`src/rtl/ositp_pkg.sv`:
```
// ----------------------------------------------------------------------------
// Operator stack package
// Shared constants, codes and types of the shunting-yard operator stack.
// ----------------------------------------------------------------------------
package ositp_pkg;

   localparam int STACK_DEPTH = 16;
   localparam int COUNT_W     = $clog2(STACK_DEPTH + 1);
   localparam int CODE_W      = 8;
   localparam int PRIO_W      = 4;
   localparam int ERR_W       = 2;

   localparam logic [ERR_W-1:0] ERR_NONE      = 2'd0;
   localparam logic [ERR_W-1:0] ERR_UNMATCHED = 2'd1;
   localparam logic [ERR_W-1:0] ERR_OVERFLOW  = 2'd2;

   typedef struct packed {
      logic [CODE_W-1:0] code;
      logic [PRIO_W-1:0] prio;
   } entry_type;

   typedef enum logic [1:0] {
      SHIFT_HOLD,
      SHIFT_PUSH,
      SHIFT_POP
   } shift_type;

   typedef enum logic [1:0] {
      KIND_OPEN,
      KIND_CLOSE,
      KIND_OPER
   } kind_type;

   typedef enum logic {
      ST_IDLE,
      ST_WORK
   } state_type;

   // What the controller sees of the top of the cell chain.
   typedef struct packed {
      entry_type top;
      entry_type next;
   } stack_view_type;

endpackage

```
`src/rtl/ositp_if.sv`:
```
// ----------------------------------------------------------------------------
// Operator stack channels
// Valid/ready channels for incoming tokens and emitted postfix results.
// ----------------------------------------------------------------------------
interface ositp_req_if;
   logic                        valid;
   logic                        ready;
   logic [ositp_pkg::CODE_W-1:0] token_code;
   logic [ositp_pkg::PRIO_W-1:0] priority_req;
   logic                        is_open;

   modport source (output valid, token_code, priority_req, is_open, input ready);
   modport sink   (input valid, token_code, priority_req, is_open, output ready);
endinterface

interface ositp_rsp_if;
   logic                        valid;
   logic                        ready;
   logic [ositp_pkg::CODE_W-1:0] popped_code;
   logic                        has_op;
   logic                        last;
   logic [ositp_pkg::ERR_W-1:0]  error;

   modport source (output valid, popped_code, has_op, last, error, input ready);
   modport sink   (input valid, popped_code, has_op, last, error, output ready);
endinterface

```
`src/rtl/ositp_cell.sv`:
```
// ----------------------------------------------------------------------------
// Operator stack cell
// One stack slot; takes the entry above on a push, the entry below on a pop.
// ----------------------------------------------------------------------------
module ositp_cell (
   input  logic                  clock,
   input  ositp_pkg::shift_type  shift,
   input  ositp_pkg::entry_type  above,
   input  ositp_pkg::entry_type  below,
   output ositp_pkg::entry_type  entry
);

   ositp_pkg::entry_type entry_ff;
   ositp_pkg::entry_type entry_in;

   always_comb begin
      case (shift)
         ositp_pkg::SHIFT_PUSH: entry_in = above;
         ositp_pkg::SHIFT_POP:  entry_in = below;
         default:               entry_in = entry_ff;
      endcase
   end

   always_ff @(posedge clock) begin
      entry_ff <= entry_in;
   end

   assign entry = entry_ff;

endmodule

```
`src/rtl/ositp_ctrl.sv`:
```
// ----------------------------------------------------------------------------
// Operator stack controller
// Token sequencer: one push, pop or drop per unstalled cycle; emits results.
// ----------------------------------------------------------------------------
module ositp_ctrl (
   input  logic                      clock,
   input  logic                      reset,
   ositp_req_if.sink                 req_chan,
   ositp_rsp_if.source               rsp_chan,
   input  ositp_pkg::stack_view_type view,
   output ositp_pkg::shift_type      shift,
   output ositp_pkg::entry_type      push_entry
);

   ositp_pkg::state_type                 state_ff, state_in;
   logic [ositp_pkg::COUNT_W-1:0]        count_ff, count_in;
   ositp_pkg::kind_type                  kind_ff, kind_in;
   logic [ositp_pkg::CODE_W-1:0]         tok_code_ff, tok_code_in;
   logic [ositp_pkg::PRIO_W-1:0]         tok_prio_ff, tok_prio_in;

   logic                                 rsp_valid_ff, rsp_valid_in;
   logic [ositp_pkg::CODE_W-1:0]         rsp_code_ff, rsp_code_in;
   logic                                 rsp_has_ff, rsp_has_in;
   logic                                 rsp_last_ff, rsp_last_in;
   logic [ositp_pkg::ERR_W-1:0]          rsp_err_ff, rsp_err_in;

   logic                                 accept;
   logic                                 slot_free;
   logic                                 empty;
   logic                                 full;
   logic                                 one_left;

   // Decision of the current work cycle.
   ositp_pkg::shift_type                 act_shift;
   logic                                 act_emit;
   logic                                 act_has;
   logic                                 act_last;
   logic [ositp_pkg::ERR_W-1:0]          act_err;
   logic                                 act_done;

   assign accept    = req_chan.valid && req_chan.ready;
   assign slot_free = !rsp_valid_ff || rsp_chan.ready;
   assign empty     = (count_ff == '0);
   assign full      = (count_ff == ositp_pkg::COUNT_W'(ositp_pkg::STACK_DEPTH));
   assign one_left  = (count_ff == ositp_pkg::COUNT_W'(1));

   always_comb begin
      act_shift = ositp_pkg::SHIFT_HOLD;
      act_emit  = 1'b0;
      act_has   = 1'b0;
      act_last  = 1'b0;
      act_err   = ositp_pkg::ERR_NONE;
      act_done  = 1'b0;
      if (state_ff == ositp_pkg::ST_WORK && slot_free) begin
         case (kind_ff)
            ositp_pkg::KIND_OPEN: begin
               act_done = 1'b1;
               if (full) begin
                  act_emit = 1'b1;
                  act_last = 1'b1;
                  act_err  = ositp_pkg::ERR_OVERFLOW;
               end else begin
                  act_shift = ositp_pkg::SHIFT_PUSH;
               end
            end
            ositp_pkg::KIND_CLOSE: begin
               if (empty) begin
                  act_emit = 1'b1;
                  act_last = 1'b1;
                  act_err  = ositp_pkg::ERR_UNMATCHED;
                  act_done = 1'b1;
               end else if (view.top.prio == '0) begin
                  // The matching open parenthesis is dropped without a result.
                  act_shift = ositp_pkg::SHIFT_POP;
                  act_done  = 1'b1;
               end else begin
                  act_shift = ositp_pkg::SHIFT_POP;
                  act_emit  = 1'b1;
                  act_has   = 1'b1;
                  if (one_left) begin
                     act_last = 1'b1;
                     act_err  = ositp_pkg::ERR_UNMATCHED;
                     act_done = 1'b1;
                  end else if (view.next.prio == '0) begin
                     act_last = 1'b1;
                  end
               end
            end
            default: begin
               if (!empty && view.top.prio >= tok_prio_ff) begin
                  act_shift = ositp_pkg::SHIFT_POP;
                  act_emit  = 1'b1;
                  act_has   = 1'b1;
                  // The push that follows a pop never overflows, so it is silent.
                  act_last  = one_left || (view.next.prio < tok_prio_ff);
               end else if (full) begin
                  act_emit = 1'b1;
                  act_last = 1'b1;
                  act_err  = ositp_pkg::ERR_OVERFLOW;
                  act_done = 1'b1;
               end else begin
                  act_shift = ositp_pkg::SHIFT_PUSH;
                  act_done  = 1'b1;
               end
            end
         endcase
      end
   end

   // Next state.
   always_comb begin
      state_in = state_ff;
      unique case (state_ff)
         ositp_pkg::ST_IDLE: if (accept) state_in = ositp_pkg::ST_WORK;
         ositp_pkg::ST_WORK: if (act_done) state_in = ositp_pkg::ST_IDLE;
         default:            state_in = ositp_pkg::ST_IDLE;
      endcase
   end

   // Outputs and datapath.
   always_comb begin
      req_chan.ready = (state_ff == ositp_pkg::ST_IDLE);
      shift          = act_shift;
      push_entry     = '{code: tok_code_ff, prio: tok_prio_ff};

      kind_in     = kind_ff;
      tok_code_in = tok_code_ff;
      tok_prio_in = tok_prio_ff;
      if (accept) begin
         tok_code_in = req_chan.token_code;
         tok_prio_in = req_chan.priority_req;
         if (req_chan.priority_req != '0) begin
            kind_in = ositp_pkg::KIND_OPER;
         end else if (req_chan.is_open) begin
            kind_in = ositp_pkg::KIND_OPEN;
         end else begin
            kind_in = ositp_pkg::KIND_CLOSE;
         end
      end

      unique case (act_shift)
         ositp_pkg::SHIFT_PUSH: count_in = count_ff + ositp_pkg::COUNT_W'(1);
         ositp_pkg::SHIFT_POP:  count_in = count_ff - ositp_pkg::COUNT_W'(1);
         default:               count_in = count_ff;
      endcase

      rsp_code_in = rsp_code_ff;
      rsp_has_in  = rsp_has_ff;
      rsp_last_in = rsp_last_ff;
      rsp_err_in  = rsp_err_ff;
      if (act_emit) begin
         rsp_valid_in = 1'b1;
         rsp_code_in  = act_has ? view.top.code : '0;
         rsp_has_in   = act_has;
         rsp_last_in  = act_last;
         rsp_err_in   = act_err;
      end else if (rsp_chan.ready) begin
         rsp_valid_in = 1'b0;
      end else begin
         rsp_valid_in = rsp_valid_ff;
      end
   end

   always_ff @(posedge clock) begin
      if (reset) begin
         state_ff     <= ositp_pkg::ST_IDLE;
         count_ff     <= '0;
         rsp_valid_ff <= 1'b0;
      end else begin
         state_ff     <= state_in;
         count_ff     <= count_in;
         rsp_valid_ff <= rsp_valid_in;
      end
   end

   always_ff @(posedge clock) begin
      kind_ff     <= kind_in;
      tok_code_ff <= tok_code_in;
      tok_prio_ff <= tok_prio_in;
      rsp_code_ff <= rsp_code_in;
      rsp_has_ff  <= rsp_has_in;
      rsp_last_ff <= rsp_last_in;
      rsp_err_ff  <= rsp_err_in;
   end

   assign rsp_chan.valid       = rsp_valid_ff;
   assign rsp_chan.popped_code = rsp_code_ff;
   assign rsp_chan.has_op      = rsp_has_ff;
   assign rsp_chan.last        = rsp_last_ff;
   assign rsp_chan.error       = rsp_err_ff;

endmodule

```
`src/rtl/operator_stack_infix_to_postfix.sv`:
```
// ----------------------------------------------------------------------------
// Shunting-yard operator stack
// Turns operator and parenthesis tokens into the postfix operator stream.
// ----------------------------------------------------------------------------
// The stack is a row of cells, top entry in the first cell, that all shift
// down on a push and up on a pop, one entry per cycle unless the result
// channel stalls. A token is taken while the controller is idle and is then
// worked off in steps: each popped operator yields one transaction on the
// result channel, and the token ends with the final push or parenthesis drop.
// The next token is not taken before that. An unmatched close has no
// parenthesis to drop and is done with its last pop, or with a bare report on
// an empty stack. An unmatched close reports error 1 on its last result, and a
// push onto a full stack is dropped and reports error 2 in a result without an
// operator.
module operator_stack_infix_to_postfix (
   input  logic        clock,
   input  logic        reset,
   ositp_req_if.sink   req_chan,
   ositp_rsp_if.source rsp_chan
);

   ositp_pkg::entry_type      entries [ositp_pkg::STACK_DEPTH];
   ositp_pkg::entry_type      push_entry;
   ositp_pkg::shift_type      shift;
   ositp_pkg::stack_view_type view;

   assign view.top  = entries[0];
   assign view.next = entries[1];

   ositp_ctrl u_ctrl (
      .clock      (clock),
      .reset      (reset),
      .req_chan   (req_chan),
      .rsp_chan   (rsp_chan),
      .view       (view),
      .shift      (shift),
      .push_entry (push_entry)
   );

   for (genvar i = 0; i < ositp_pkg::STACK_DEPTH; i++) begin : g_cell
      ositp_pkg::entry_type above;
      ositp_pkg::entry_type below;

      if (i == 0) begin : g_top
         assign above = push_entry;
      end else begin : g_mid
         assign above = entries[i-1];
      end

      if (i == ositp_pkg::STACK_DEPTH - 1) begin : g_bottom
         assign below = entries[i];
      end else begin : g_inner
         assign below = entries[i+1];
      end

      ositp_cell u_cell (
         .clock (clock),
         .shift (shift),
         .above (above),
         .below (below),
         .entry (entries[i])
      );
   end

endmodule

```
`src/flat_wrapper.sv`:
```
// flat-port wrapper written by rule: the top's interface ports become plain ports
module operator_stack_infix_to_postfix_flat 
  (clock, reset, req_chan_valid, req_chan_token_code, req_chan_priority_req, req_chan_is_open, req_chan_ready, rsp_chan_valid, rsp_chan_popped_code, rsp_chan_has_op, rsp_chan_last, rsp_chan_error, rsp_chan_ready);
  ositp_req_if req_chan_i ();
  ositp_rsp_if rsp_chan_i ();
  input  logic clock;
  input  logic reset;
  input wire logic [$bits(req_chan_i.valid)-1:0] req_chan_valid;
  input wire logic [$bits(req_chan_i.token_code)-1:0] req_chan_token_code;
  input wire logic [$bits(req_chan_i.priority_req)-1:0] req_chan_priority_req;
  input wire logic [$bits(req_chan_i.is_open)-1:0] req_chan_is_open;
  output wire logic [$bits(req_chan_i.ready)-1:0] req_chan_ready;
  output wire logic [$bits(rsp_chan_i.valid)-1:0] rsp_chan_valid;
  output wire logic [$bits(rsp_chan_i.popped_code)-1:0] rsp_chan_popped_code;
  output wire logic [$bits(rsp_chan_i.has_op)-1:0] rsp_chan_has_op;
  output wire logic [$bits(rsp_chan_i.last)-1:0] rsp_chan_last;
  output wire logic [$bits(rsp_chan_i.error)-1:0] rsp_chan_error;
  input wire logic [$bits(rsp_chan_i.ready)-1:0] rsp_chan_ready;
  assign req_chan_i.valid = req_chan_valid;
  assign req_chan_i.token_code = req_chan_token_code;
  assign req_chan_i.priority_req = req_chan_priority_req;
  assign req_chan_i.is_open = req_chan_is_open;
  assign req_chan_ready = req_chan_i.ready;
  assign rsp_chan_valid = rsp_chan_i.valid;
  assign rsp_chan_popped_code = rsp_chan_i.popped_code;
  assign rsp_chan_has_op = rsp_chan_i.has_op;
  assign rsp_chan_last = rsp_chan_i.last;
  assign rsp_chan_error = rsp_chan_i.error;
  assign rsp_chan_i.ready = rsp_chan_ready;
  operator_stack_infix_to_postfix u_core (.clock(clock), .reset(reset), .req_chan(req_chan_i), .rsp_chan(rsp_chan_i));
endmodule
```
`config.mk`:
```
export PLATFORM = sky130hd
export DESIGN_NAME = operator_stack_infix_to_postfix_flat
export DESIGN_NICKNAME = d
export VERILOG_FILES = /design/src/rtl/ositp_pkg.sv /design/src/rtl/ositp_if.sv /design/src/rtl/ositp_cell.sv /design/src/rtl/ositp_ctrl.sv /design/src/rtl/operator_stack_infix_to_postfix.sv /design/src/flat_wrapper.sv
export SDC_FILE = /design/constraint.sdc
export NUM_CORES = 1
export LEC_CHECK = 0
export ABC_AREA = 1
export ABC_CLOCK_PERIOD_IN_PS = 12800
export BUFFER_PORTS_ARGS = -buffer_cell sky130_fd_sc_hd__buf_2
export CORE_ASPECT_RATIO = 0.6
export CORE_UTILIZATION = 50
export CTS_CLUSTER_SIZE = 25
export DETAILED_ROUTE_END_ITERATION = 7
export PLACE_DENSITY = 0.64
export REMOVE_ABC_BUFFERS = 1
export SLEW_MARGIN = 20
export SYNTH_ARGS = -nofsm -noshare
export SYNTH_HDL_FRONTEND = slang
export SYNTH_SLANG_ARGS = --single-unit
export TNS_END_PERCENT = 5
```
`constraint.sdc`:
```
create_clock -name clock -period 12.8 [get_ports clock]
set_input_delay 3.2 -clock clock [delete_from_list [all_inputs] [get_ports clock]]
set_output_delay 3.2 -clock clock [all_outputs]
set_load 0.1 [all_outputs]
```
Word level (Yosys, flattened, before mapping)
Index checks and enable logic that the tools add are counted.
Word-level totals
  register bits: 225
  input port bits: 17
  output and inout bits: 14
  word-level logic and storage cells: 121
Cells by class
  add/sub/neg operators: 2
  order comparisons: 2
  eq/ne operators: 5
  multiplexer cells: 55
  bitwise logic cells: 1
  reductions and logical operators: 14
Operators by type and width (number)
  $pmux W12 S2: 15
  $mux W1: 27
  $mux W2: 5
  $pmux W1 S2: 5
  $pmux W5 S2: 1
  $logic_not A4 Y1: 2
  $pmux W2 S2: 2
  $add A5 B1 Y5 const B: 1
  $eq A5 B1 Y1 const B: 1
  $eq A5 B5 Y1 const B: 1
  $logic_not A5 Y1: 1
  $sub A5 B1 Y5 const B: 1
  $eq A2 B1 Y1 const B: 2
  $ge A4 B4 Y1: 1
  $lt A4 B4 Y1: 1
  $reduce_bool A2 Y1: 2
  $reduce_bool A4 Y1: 1
  $logic_and A1 B1 Y1: 3
  $eq A2 B2 Y1 const B: 1
  $logic_not A1 Y1: 2
  $logic_not A2 Y1: 1
  $logic_or A1 B1 Y1: 2
  $not A1 Y1: 1

Longest topological paths before layout
Gate-level depths: netlist of run 1.
  word-level depth: 8
  depth in mapped cells: 19
  mapped depth without buffers: 18

Hierarchy
A second synthesis of run 1 with hierarchy kept.
Unflattened totals
  cell total of the unflattened synthesis: 1049
  area, all modules: 10332.4 µm²
By module, submodules not included
  ositp_cell: instances 16, cells an instance 54, area each 538.0 µm², seq. area each 360.3 µm²
  ositp_ctrl: instances 1, cells an instance 185, area each 1724.2 µm², seq. area each 920.9 µm²

Least setup slack after synthesis of run 1
OpenSTA, ideal clock, no wires.
  kind: in2reg
  from: input rsp_chan_ready
  to: register u_core.u_ctrl.count_ff[4] (netlist bit)
  setup time: 122 ps
  arrival: 8220 ps
  data required time: 12678 ps
  path slack: 4457 ps
  cell stages on the path: 12
  path buffers: 0
  path through: inv_1 > nand2_1 > nand2_1 > nor2_2 > inv_1 > ha_1 > inv_1 > o21ai_1 > nor2_1 > nand2_1 > o21ai_0 > a21oi_1
On the way
  longest elaborated chain between the ends: 5
  elaborated cells on any way between the ends: 7
  classes of those cells: eq/ne (2); mux (2); reduce/logical (3)
Ends and longest elaborated chain
  start, declared: line flat_wrapper.sv:18  | input wire logic [$bits(rsp_chan_i.ready)-1:0] rsp_chan_ready;
  $logic_or A1 B1 Y1 *: line ositp_ctrl.sv:42  | assign slot_free = !rsp_valid_ff || rsp_chan.ready;
  $logic_and A1 B1 Y1 *: line ositp_ctrl.sv:54  | if (state_ff == ositp_pkg::ST_WORK && slot_free) begin
  $mux W2 *: line ositp_ctrl.sv:54
  $eq A2 B2 Y1 or $eq A2 B1 Y1 (tied branches): line ositp_ctrl.sv:141  | unique case (act_shift)
  $pmux W5 S2 or $reduce_bool A2 Y1 (tied branches)
  end signal, assigned: line ositp_ctrl.sv:171  | count_ff <= count_in;
  end, declared: line ositp_ctrl.sv:16  | logic [ositp_pkg::COUNT_W-1:0] count_ff, count_in;
Every way passes the cells marked *; elsewhere a longest branch is shown, timed or not.
A chain may end at the register's enable or synchronous reset.

Final worst setup path of run 1
Same ends and word-level chain as after synthesis.

==> metrics, run 1 <==
Worst EP required 13.16 ns; H-tree levels 1; area of all placed cells without fillers 0.01045 mm²; top flip-flop cell by instance count after synthesis sky130_fd_sc_hd__edfxtp_1; CP dominant cell by count sky130_fd_sc_hd__nand2_1; routed length per instance 14.94 µm; final-layout setup total negative slack 0 ns; Min Clock Period, post-route 5.976 ns; top area cells in the synthesized netlist sky130_fd_sc_hd__edfxtp_1 (69%), sky130_fd_sc_hd__o21ai_0 (9.7%), sky130_fd_sc_hd__nand2_1 (8.3%), sky130_fd_sc_hd__inv_1 (4.8%), sky130_fd_sc_hd__ha_1 (1.7%); clock tree from TritonCTS built; critical path's largest stage delay 0.83 ns; async set-reset flop share out of synthesis 0%; setup slack at placement 6.395 ns; insertion delay to the later sink of the worst-skew pair 0.49 ns; die area 0.01964 mm²; top-level port count 31; transition time at the pin with the least slew margin 0.9580 ns; clock transition at the registers of the reported paths 0.06 ns; category of the worst setup path launch point primary input; drt first-iter violations 552; number of vias after detailed routing 5853; cts-stage hold buffer count 0; combinational cell fraction of total power 12.9%; dominant cell type by area after synthesis sky130_fd_sc_hd__edfxtp_1; global-route congestion overflow total 0; multi-input logic area 0.002186 mm²; power per unit of standard cell area 174.8 mW/mm²; via count of the first global-routing pass 5427; arithmetic-cell share of the synthesized area counting full adders, half adders and majority gates 1.706%; non-filler cells, final 1125; post-synthesis area per instance 11.16 µm²; fillcell total 1510; Reg power frac 55.7%; maximum number of pins on one net before global-route repair 126; portion of netlist area occupied by mux cells 0%; post-synthesis cell area 0.009534 mm²; clock tree root driver cell sky130_fd_sc_hd__clkbuf_16; xor-xnor portion of the synthesized cell area 0.09186%; peak supply drop 0.00009455 V; Final Hold Violating Endpoints 0; number of rows in the core area 38; number of diodes added for antenna fixing 0; portion of the post-synthesis area used by sequential elements 70.13%; Crit path arrival time 6.34 ns; Area Growth Syn to Fin 9.567%; cell breakdown of the critical path buf_2, inv_1, nand2_1, nand2_1, a21oi_1, ha_4, buf_4, nor2_1, nor2_1, nand2_1, o21ai_0, a21oi_1; total of warnings raised by yosys 0; Detailed Route WL 16810 µm; Total Nets Final 901; DRT Pass-1 Iters 6; initial core utilization 51.95%; global-route wire length before repair 27770 µm; number of clock sinks 225; DIE HEIGHT 109.0 µm; crit-path leading delay family buffers and inverters; Critical Path End Type register; part of the total power dissipated in the clock network 31.4%; cts repair resizes 0; crit path setup slack, layout 6.824 ns; quantity of I/O buffers inserted on ports 30; result of the run finished clean; Post-synth EDFFs 218; category of the most critical setup path primary input to register; cell area after placement 0.009822 mm²; Final Cycle Share 46.69%; total of flip-flops plus latches after synthesis 225; max-slew violations 0; GP Congestion 0.8769; HPWL after detailed placement 10100 µm; class of the tightest hold or removal check register to register; synthesized instance count 854; crit path max fanout 105; area share of and/or/nand/nor cells after synthesis 10.34%; overall fraction of global-route tracks in use 17.68%; MaxCap Viol Count 0; count of nets left with antenna violations after detail routing 0; final setup violation count 0; fraction of the mapped netlist area in compound gates 10.66%; dominant cell by count in the synthesized netlist sky130_fd_sc_hd__edfxtp_1; Seq. cell area 0.006686 mm²; final routed DRC violation total 0; share of final-layout standard cells stronger than drive strength 1 7.797%; placeable core region 0.01835 mm²; CTS max path bufs 3; highest achievable clock rate 167.3 MHz; Switch Pwr 0.4698 mW; placed insts 1088; skew final 0.008786 ns; slowest stage cell on the critical path sky130_fd_sc_hd__ha_4; Int Power 1.356 mW; Synth cell types 24; tightest slew margin relative to the limit 36.13%; crit path buf inv count 3; clock buffers created by TritonCTS 21; fraction of synthesized cell area taken by the top area cell type 68.66%; Synth top cells by count sky130_fd_sc_hd__edfxtp_1 (218), sky130_fd_sc_hd__nand2_1 (212), sky130_fd_sc_hd__o21ai_0 (184); x dimension of the die 180.3 µm; utilization after layout 56.92%; DR vias/cell 5.203; Leak Pwr 4.074 nW; main combinational cell family by area after synthesis compound AO/OA/AOI/OAI gates; unrepaired setup endpoints after global routing false; number of antenna violations at the first check in global routing 0; post-CTS setup buffer count 0; sw frac 25.73%
-- per-layer routing --
layer	routed length (µm)	global-route usage (%)	part of all wire [%]	vias up
met5	0	0	0	-
met4	315	4.212	1.9	0
met3	701	2.839	4.2	29
met2	7113	26.16	42	135
met1	8680	27.28	52	2773
li1	-	-	-	2916
-- stage by stage --
stage                     hold slack, ns  power [mW]
after floorplan                   0.4268       1.207
after global placement            0.4300       1.248
after detailed placement          0.4359       1.268
after CTS                         0.4592       1.844
after global routing              0.4695       1.918
final                             0.4550       1.826
-- sequential cells by signal, indices dropped and copies added, names as in the netlist --
| register | flops |
|---|---|
| u_core.g_cell.u_cell.entry | 192 |
| u_core.u_ctrl.rsp_chan.popped_code | 8 |
| u_core.u_ctrl.tok_code_ff | 8 |
| u_core.u_ctrl.count_ff | 5 |
| u_core.u_ctrl.tok_prio_ff | 4 |
| u_core.u_ctrl.kind_ff | 2 |
| u_core.u_ctrl.rsp_chan.error | 2 |
| u_core.u_ctrl.rsp_chan.has_op | 1 |
| u_core.u_ctrl.rsp_chan.last | 1 |
| u_core.u_ctrl.rsp_chan.valid | 1 |
| u_core.u_ctrl.state_ff | 1 |
-- worst register-to-register path: stages (launching register included) --
cell and delay, ns:
sky130_fd_sc_hd__edfxtp_1 0.40, sky130_fd_sc_hd__ha_1 0.34, sky130_fd_sc_hd__nand2_1 0.07, sky130_fd_sc_hd__inv_1 0.05, sky130_fd_sc_hd__nand2_1 0.05, sky130_fd_sc_hd__nand3_1 0.11
sky130_fd_sc_hd__nand3_1 0.17, sky130_fd_sc_hd__a21oi_1 0.32, sky130_fd_sc_hd__ha_4 0.83, sky130_fd_sc_hd__buf_4 0.81, sky130_fd_sc_hd__nor2_1 0.20, sky130_fd_sc_hd__nor2_1 0.24
sky130_fd_sc_hd__nand2_1 0.13, sky130_fd_sc_hd__o21ai_0 0.20, sky130_fd_sc_hd__a21oi_1 0.08
-- power groups by stage --
stage | clock network (mW) | logic, mW | registers (mW)
finish | 0.573 | 0.235 | 1.02
global route | 0.618 | 0.271 | 1.03
CTS | 0.588 | 0.238 | 1.02
detailed placement | 0 | 0.236 | 1.03
global placement | 0 | 0.221 | 1.03
floorplan | 0 | 0.164 | 1.04
-- placed cells by master, fill, tap and decap left out, types with 2 or more instances in the layout --
| cell | Yosys | routed |
|---|---|---|
| sky130_fd_sc_hd__a31oi_1 | 2 | 2 |
| sky130_fd_sc_hd__nand4_1 | 2 | 2 |
| sky130_fd_sc_hd__clkinv_2 | 0 | 2 |
| sky130_fd_sc_hd__a21oi_1 | 13 | 13 |
| sky130_fd_sc_hd__buf_2 | 11 | 30 |
| sky130_fd_sc_hd__clkbuf_1 | 17 | 9 |
| sky130_fd_sc_hd__edfxtp_1 | 218 | 218 |
| sky130_fd_sc_hd__clkbuf_16 | 0 | 21 |
| sky130_fd_sc_hd__o21ai_0 | 184 | 184 |
| sky130_fd_sc_hd__dfxtp_1 | 7 | 7 |
| sky130_fd_sc_hd__clkbuf_8 | 0 | 3 |
| sky130_fd_sc_hd__o22ai_1 | 2 | 2 |
| sky130_fd_sc_hd__buf_4 | 11 | 4 |
| sky130_fd_sc_hd__inv_1 | 122 | 121 |
| sky130_fd_sc_hd__nand2_1 | 212 | 212 |
| sky130_fd_sc_hd__ha_1 | 13 | 12 |
| sky130_fd_sc_hd__nor2_1 | 22 | 22 |
| sky130_fd_sc_hd__nand3_1 | 8 | 8 |
| sky130_fd_sc_hd__nand2_2 | 2 | 2 |
-- path summary, 6_finish.rpt --
kind	cells after the start	slack, ns	endpoint	start
setup / recovery	12	6.82	u_core.u_ctrl.count_ff[4]	rsp_chan_ready
setup reg to reg	14	8.67	u_core.u_ctrl.count_ff[4]	u_core.g_cell[0].u_cell.entry[3]
hold / removal	0	0.46	u_core.g_cell[15].u_cell.entry[9]	u_core.g_cell[14].u_cell.entry[9]
hold reg to reg	0	0.46	u_core.g_cell[15].u_cell.entry[9]	u_core.g_cell[14].u_cell.entry[9]
-- layout make-up --
cell class              count  area share, %
well taps                 240          2.875
inverters                 123          4.515
flip-flops and latches    225          64.01
clock buffers              33          5.749
repair buffers             34          1.725
clock inverters             4         0.2036
multi-input cells         466          20.92
-- cells by family after synthesis --
logic type,count (synthesis)
adder cells (fa/ha/maj),13
XOR/XNOR,1
flip-flops,225
AND/OR/NAND/NOR,250
AO/OA/AOI/OAI,202
buffers and inverters,163
Note: power is estimated with default switching activity, not from simulation.
==> run 2, diff against run 1 <==
--- a/config.mk
+++ b/config.mk
@@ -5,14 +5,14 @@
 export SDC_FILE = /design/constraint.sdc
 export NUM_CORES = 1
 export LEC_CHECK = 0
-export ABC_AREA = 1
-export ABC_CLOCK_PERIOD_IN_PS = 12800
+export ABC_AREA = 0
+export ABC_CLOCK_PERIOD_IN_PS = 4940
 export BUFFER_PORTS_ARGS = -buffer_cell sky130_fd_sc_hd__buf_2
 export CORE_ASPECT_RATIO = 0.6
 export CORE_UTILIZATION = 50
 export CTS_CLUSTER_SIZE = 25
 export DETAILED_ROUTE_END_ITERATION = 7
-export PLACE_DENSITY = 0.64
+export PLACE_DENSITY = 0.67
 export REMOVE_ABC_BUFFERS = 1
 export SLEW_MARGIN = 20
 export SYNTH_ARGS = -nofsm -noshare
==> constraint.sdc (replaced) <==
create_clock -name clock -period 4.94 [get_ports clock]
set_input_delay 1.235 -clock clock [delete_from_list [all_inputs] [get_ports clock]]
set_output_delay 1.235 -clock clock [all_outputs]
set_load 0.1 [all_outputs]
==> run 2 against run 1 <==
  * The flow now finishes with violations (design-rule violations)
  * Register-to-register slack got worse by 7.3 ns
  * Via count shrank 24%
  * Sequential power grew to 2.6 times the previous value
  * Highest routed layer unchanged
==> metrics, run 2 <==
placeable core region 0.01831 mm² (-0.26%); crit path setup slack, layout 1.324 ns (-5.500 ns); maximum number of pins on one net before global-route repair 91 (-28%); Hold Path Origin u_core.g_cell[14].u_cell.entry[0]; Synth cell types 36 (+50%); Largest register FFs 192 (unchanged); Leak Pwr 3.521 nW (-14%); clock tree from TritonCTS built; crit-path leading delay family buffers and inverters; total of flip-flops plus latches after synthesis 225 (unchanged); launching point of the worst reg2reg path u_core.u_ctrl.count_ff[1]; transition time at the pin with the least slew margin 0.7965 ns (-0.1615 ns); async set-reset flop share out of synthesis 0% (unchanged); critical path's largest stage delay 0.57 ns (-0.26 ns); category of the most critical setup path register to register; final routed DRC violation total 3 (+3); DR vias/cell 5.417 (+4.1%); Detailed Route WL 14620 µm (-13%); multi-input logic area 0.002678 mm² (+22%); share of final-layout standard cells stronger than drive strength 1 44.44% (+37 points); setup slack at placement 1.364 ns (-5.031 ns); global-route congestion overflow total 0 (unchanged); Min Clock Period, post-route 3.616 ns; hold slack final 0.4528 ns (-0.002176 ns); result of the run complete, but fails checks; sink of the worst hold path u_core.g_cell[15].u_cell.entry[0]; Worst EP required 5.10 ns (-8.06 ns); Final Power 5.101 mW (+180%); max-slew violations 0 (unchanged); dominant cell type by area after synthesis sky130_fd_sc_hd__edfxtp_1; Crit path arrival time 3.78 ns (-2.56 ns); MaxCap Viol Count 0 (unchanged); Post-synth EDFFs 218 (unchanged); fillcell total 1370 (-9.3%); dominant cell by count in the synthesized netlist sky130_fd_sc_hd__edfxtp_1; GP Congestion 0.7872 (-10%); number of clock sinks 225 (unchanged); post-CTS setup buffer count 0 (unchanged); tightest slew margin relative to the limit 46.61% (+10 points); Reg2Reg Capture Point u_core.g_cell[8].u_cell.entry[11]; number of antenna violations at the first check in global routing 0 (unchanged); insertion delay to the later sink of the worst-skew pair 0.49 ns (about the same); most common cell after layout, fill and taps aside sky130_fd_sc_hd__edfxtp_1; x dimension of the die 179.7 µm (-0.29%); routed length per instance 17.92 µm (+20%); drt first-iter violations 320 (-42%); highest achievable clock rate 276.6 MHz; cts-stage hold buffer count 0 (unchanged); post-synthesis area per instance 18.02 µm² (+61%); crit path max fanout 84 (-20%); class of the tightest hold or removal check register to register; cts repair resizes 0 (unchanged); top flip-flop cell by instance count after synthesis sky130_fd_sc_hd__edfxtp_1; crit path buf inv count 3 (unchanged); total of warnings raised by yosys 0 (unchanged); number of instances on the worst hold path 0 (unchanged); quantity of I/O buffers inserted on ports 30 (unchanged); HPWL after detailed placement 8880 µm (-12%); skew final 0.008452 ns (-0.0003338 ns); clock transition at the registers of the reported paths 0.06 ns (about the same); slowest stage cell on the critical path sky130_fd_sc_hd__inv_6; Worst R2R Path Depth 8 (-6); number of diodes added for antenna fixing 0 (unchanged); top-level port count 31 (unchanged); number of vias after detailed routing 4420 (-24%); final setup violation count 0 (unchanged); highest-count cells in the layout ignoring fill and taps sky130_fd_sc_hd__edfxtp_1 (218), sky130_fd_sc_hd__mux2_2 (176), sky130_fd_sc_hd__buf_2 (30); Seq. cell area 0.006686 mm² (unchanged); violated checks design-rule violations; Critical Path End Type register; count of nets left with antenna violations after detail routing 0 (unchanged); initial core utilization 51.78% (-0.17 points); unrepaired setup endpoints after global routing false; H-tree levels 1 (unchanged); portion of the post-synthesis area used by sequential elements 70.55% (+0.42 points); synthesized instance count 526 (-38%); overall fraction of global-route tracks in use 15.46% (-2.2 points); CTS max path bufs 3 (unchanged); global-route wire length before repair 23870 µm (-14%); DRT Pass-1 Iters 8 (+2); number of rows in the core area 38 (unchanged); cell breakdown of the critical path inv_1, ha_1, or4b_4, a311oi_1, nand3_1, ha_4, inv_6, buf_12; clock buffers created by TritonCTS 21 (unchanged); category of the worst setup path launch point register; clock tree root driver cell sky130_fd_sc_hd__clkbuf_16; Total Nets Final 592 (-34%); peak supply drop 0.0002724 V (+190%); fraction of synthesized cell area taken by the top area cell type 69.07% (+0.41 points); post-synthesis cell area 0.009478 mm² (-0.59%); Area Growth Syn to Fin 13.03%; slack of the worst reg-to-reg path 1.32 ns (-7.35 ns); via count of the first global-routing pass 4377 (-19%); Synth top cells by count sky130_fd_sc_hd__edfxtp_1 (218), sky130_fd_sc_hd__mux2_2 (176), sky130_fd_sc_hd__buf_2 (15); Final Hold Violating Endpoints 0 (unchanged); die area 0.01953 mm² (-0.58%); DIE HEIGHT 108.6 µm (-0.29%); power per unit of standard cell area 476.1 mW/mm² (+170%); Final Cycle Share 73.20%; top area cells in the synthesized netlist sky130_fd_sc_hd__edfxtp_1 (69%), sky130_fd_sc_hd__mux2_2 (21%), sky130_fd_sc_hd__ha_1 (1.7%), sky130_fd_sc_hd__dfxtp_1 (1.5%), sky130_fd_sc_hd__buf_2 (0.79%)
-- run 2: cell types whose count changed in the layout (fill, tap and decap cells not counted), moves of 17 or more --
| cell | delta |
|---|---|
| sky130_fd_sc_hd__nand2_1 | -204 |
| sky130_fd_sc_hd__mux2_2 | +176 |
| sky130_fd_sc_hd__inv_1 | -112 |
| sky130_fd_sc_hd__o21ai_0 | -174 |
| sky130_fd_sc_hd__nor2_1 | -17 |
-- run 2: logic make-up (layout without fill, tap and decap cells) --
| logic type | after synthesis | after routing | share of synthesized area (%) |
|---|---|---|---|
| buffers and inverters | 32 | 82 | 1.465 |
| AOI/OAI and AO/OA | 29 | 29 | 1.809 |
| DFF | 225 | 225 | 70.55 |
| and+or+nand+nor | 47 | 47 | 3.155 |
| muxes | 178 | 178 | 21.12 |
| adders and majority gates | 13 | 13 | 1.716 |
| xor gates and xnor gates | 2 | 2 | 0.1849 |
-- run 2: routing by layer --
metal | vias up | GRT usage, % | wire (µm) | share of wire (%)
met5 | - | 0 | 0 | 0
met4 | 0 | 3.879 | 240 | 1.6
li1 | 2137 | - | - | -
met2 | 65 | 22.10 | 6185 | 42
met3 | 22 | 2.872 | 523 | 3.6
met1 | 2196 | 24.23 | 7675 | 52
-- run 2: through the flow --
step / cells / utilization, % / setup TNS [ns] / cell area [µm²]
detailed placement: 779 / 54.33 / 0 / 9945
CTS: 816 / 58.52 / 0 / 10710
global placement: 779 / 54.30 / 0 / 9940
finish: 816 / 58.52 / 0 / 10710
floorplan: 504 / - / -551.86 / 9376
global route: 816 / 58.52 / 0 / 10710
-- run 2: report_power, final --
part	leakage [nW]	internal, mW	switching, mW	total (mW)
Combinational	1.07	0.292	0.367	0.659
Sequential	2.08	2.52	0.142	2.66
Clock	0.367	1.10	0.680	1.78
-- run 2: layout make-up --
type,count,area share (%)
flip-flops and latches,225,62.42
inverters,10,0.3971
well taps,240,2.803
clock inverters,15,2.231
clock buffers,22,4.940
multi-input cells,269,24.99
repair buffers,35,2.219
-- run 2: worst register-to-register path, stage by stage, from the launching register on --
cell and delay [ns]:
sky130_fd_sc_hd__dfxtp_1 0.33, sky130_fd_sc_hd__inv_1 0.14, sky130_fd_sc_hd__ha_1 0.21, sky130_fd_sc_hd__or4b_4 0.51, sky130_fd_sc_hd__a311oi_1 0.54, sky130_fd_sc_hd__nand3_1 0.23
sky130_fd_sc_hd__ha_4 0.34, sky130_fd_sc_hd__inv_6 0.57, sky130_fd_sc_hd__buf_12 0.40
-- run 2: how the worst max path moves through the flow --
stage                                     startpoint  slack [ns]  cells after the start                                end
detailed placement                    rsp_chan_ready        1.36                      7   u_core.g_cell[2].u_cell.entry[4]
global route        u_core.g_cell[0].u_cell.entry[0]        1.09                      9   u_core.g_cell[2].u_cell.entry[7]
finish                     u_core.u_ctrl.count_ff[1]        1.32                      8  u_core.g_cell[8].u_cell.entry[11]
global placement                      rsp_chan_ready        1.48                      7   u_core.g_cell[0].u_cell.entry[4]
floorplan                             rsp_chan_ready       -2.27                      8          u_core.u_ctrl.count_ff[4]
CTS                        u_core.u_ctrl.count_ff[1]        1.36                      8  u_core.g_cell[6].u_cell.entry[11]
==> run 3, diff against run 2 <==
--- a/config.mk
+++ b/config.mk
@@ -6,7 +6,7 @@
 export NUM_CORES = 1
 export LEC_CHECK = 0
 export ABC_AREA = 0
-export ABC_CLOCK_PERIOD_IN_PS = 4940
+export ABC_CLOCK_PERIOD_IN_PS = 3200
 export BUFFER_PORTS_ARGS = -buffer_cell sky130_fd_sc_hd__buf_2
 export CORE_ASPECT_RATIO = 0.6
 export CORE_UTILIZATION = 50
==> constraint.sdc (replaced) <==
create_clock -name clock -period 3.2 [get_ports clock]
set_input_delay 0.8 -clock clock [delete_from_list [all_inputs] [get_ports clock]]
set_output_delay 0.8 -clock clock [all_outputs]
set_load 0.1 [all_outputs]
==> run 3 against run 2 <==
  * The flow still finishes with violations (design-rule violations)
  * Clock skew is 0.0013 ns higher
  * Flip-flop and latch count stayed put
  * Via count is 2.2% higher
  * Worst hold slack worse by 0.0022 ns
  * First-iteration DRC count is 3.1% higher
  * Critical path type unchanged
  * Largest cell class unchanged
  * Largest power group unchanged
==> metrics, run 3 (same netlist as run 2, synthesis figures left out) <==
result of the run complete, but fails checks; violated checks design-rule violations; GP Congestion 0.7579 (-3.7%); crit path buf inv count 1 (-2); most common cell after layout, fill and taps aside sky130_fd_sc_hd__edfxtp_1; x dimension of the die 179.7 µm (unchanged); placeable core region 0.01831 mm² (unchanged); crit path max fanout 51 (-39%); Critical Path End Type register; share of final-layout standard cells stronger than drive strength 1 44.69% (+0.25 points); global-route congestion overflow total 0 (unchanged); final routed DRC violation total 3 (unchanged); slack of the worst reg-to-reg path 0.29 ns (-1.03 ns); Area Growth Syn to Fin 13.17%; DR vias/cell 5.482 (+1.2%); slowest stage cell on the critical path sky130_fd_sc_hd__edfxtp_1; post-CTS setup buffer count 0 (unchanged); crit-path leading delay family compound AO/OA/AOI/OAI gates; Worst EP required 3.44 ns (-1.66 ns); setup slack at placement -0.03924 ns (-1.403 ns); CTS max path bufs 3 (unchanged); insertion delay to the later sink of the worst-skew pair 0.49 ns (about the same); power per unit of standard cell area 705.5 mW/mm² (+48%); Total Nets Final 603 (+1.9%); cell area after placement 0.01004 mm² (+0.96%); Seq. cell area 0.006686 mm² (unchanged); cts-stage hold buffer count 0 (unchanged); transition time at the pin with the least slew margin 0.6564 ns (-0.1400 ns); crit path setup slack, layout 0.2897 ns (-1.034 ns); multi-input logic area 0.002683 mm² (+0.19%); skew final 0.009706 ns (+0.001253 ns); highest-count cells in the layout ignoring fill and taps sky130_fd_sc_hd__edfxtp_1 (218), sky130_fd_sc_hd__mux2_2 (176), sky130_fd_sc_hd__buf_2 (30); non-filler cells, final 824 (+0.98%); Final Power 7.567 mW (+48%); count of nets left with antenna violations after detail routing 0 (unchanged); global-route wire length before repair 24340 µm (+2.0%); number of clock sinks 225 (unchanged); Final Cycle Share 90.95% (+18 points); drt first-iter violations 330 (+3.1%); MaxCap Viol Count 0 (unchanged); fillcell total 1321 (-3.6%); highest achievable clock rate 343.6 MHz (+24%); unrepaired setup endpoints after global routing false; Crit path arrival time 3.15 ns (-0.63 ns); H-tree levels 1 (unchanged); clock transition at the registers of the reported paths 0.07 ns (about the same); tightest slew margin relative to the limit 55.62% (+9.0 points); clock buffers created by TritonCTS 21 (unchanged); DRT Pass-1 Iters 7 (-1); die area 0.01953 mm² (unchanged); cell breakdown of the critical path ha_1, o211ai_1, o21ai_2, nand3_1, a21oi_1, ha_4, clkbuf_16, mux2_2; number of rows in the core area 38 (unchanged); critical path's largest stage delay 0.45 ns (-0.12 ns); initial core utilization 51.78% (unchanged); category of the worst setup path launch point register; Detailed Route WL 15090 µm (+3.2%); number of diodes added for antenna fixing 0 (unchanged); Leak Pwr 3.541 nW (+0.57%); via count of the first global-routing pass 4569 (+4.4%); overall fraction of global-route tracks in use 15.88% (+0.42 points); HPWL after detailed placement 9225 µm (+3.9%); top-level port count 31 (unchanged); number of antenna violations at the first check in global routing 0 (unchanged); class of the tightest hold or removal check register to register; category of the most critical setup path register to register; Final Hold Violating Endpoints 0 (unchanged); final setup violation count 0 (unchanged); clock tree root driver cell sky130_fd_sc_hd__clkbuf_16; number of vias after detailed routing 4517 (+2.2%); placed insts 789 (+1.3%); Largest register FFs 192 (unchanged); area of all placed cells without fillers 0.01073 mm² (+0.13%); Min Clock Period, post-route 2.910 ns (-0.7056 ns); maximum number of pins on one net before global-route repair 104 (+14%); DIE HEIGHT 108.6 µm (unchanged); max-slew violations 0 (unchanged); quantity of I/O buffers inserted on ports 30 (unchanged); routed length per instance 18.31 µm (+2.2%); final-layout setup total negative slack 0 ns (unchanged); utilization after layout 58.60% (+0.075 points); hold slack final 0.4506 ns (-0.002201 ns); clock tree from TritonCTS built; peak supply drop 0.0004343 V (+59%)
## run 3: cell count changes in the layout (fill, tap and decap cells not counted), moves of 2 or more
cell | before | now
sky130_fd_sc_hd__bufinv_16 | 6 | 2
sky130_fd_sc_hd__clkbuf_1 | 1 | 6
sky130_fd_sc_hd__clkinv_4 | 2 | 0
sky130_fd_sc_hd__clkinvlp_4 | 3 | 0
sky130_fd_sc_hd__buf_4 | 1 | 8
## run 3: cell type report
| cell class | instances | area share [%] |
|---|---|---|
| clock buffers | 28 | 5.237 |
| inverters | 10 | 0.3966 |
| repair buffers | 46 | 3.488 |
| clock inverters | 6 | 0.7349 |
| flip-flops and latches | 225 | 62.34 |
| multi-input cells | 269 | 25.01 |
| well taps | 240 | 2.799 |
## run 3: what timing repair did
action                                  4_1_cts  5_1_grt
gates cloned                                  0        1
endpoints found under the setup margin      103      143
pin swaps                                     0        0
gates resized for setup                       1        4
## run 3: power by group
part | internal, mW | switching [mW]
Sequential | 3.89 | 0.218
Combinational | 0.498 | 0.580
Clock | 1.39 | 0.996
## run 3: path summary, 6_finish.rpt
kind | from | end | cells past startpoint
max | u_core.g_cell[0].u_cell.entry[3] | u_core.g_cell[8].u_cell.entry[7] | 8
min | u_core.g_cell[14].u_cell.entry[4] | u_core.g_cell[15].u_cell.entry[4] | 0
max reg2reg | u_core.g_cell[0].u_cell.entry[3] | u_core.g_cell[8].u_cell.entry[7] | 8
min reg2reg | u_core.g_cell[14].u_cell.entry[4] | u_core.g_cell[15].u_cell.entry[4] | 0
## run 3: per-layer routing
metal,track usage [%],up-vias,part of all wire (%)
met5,0,-,0
met4,4.187,0,1.6
met3,3.173,21,4.3
met2,23.82,81,44
met1,23.75,2271,50
li1,-,2144,-
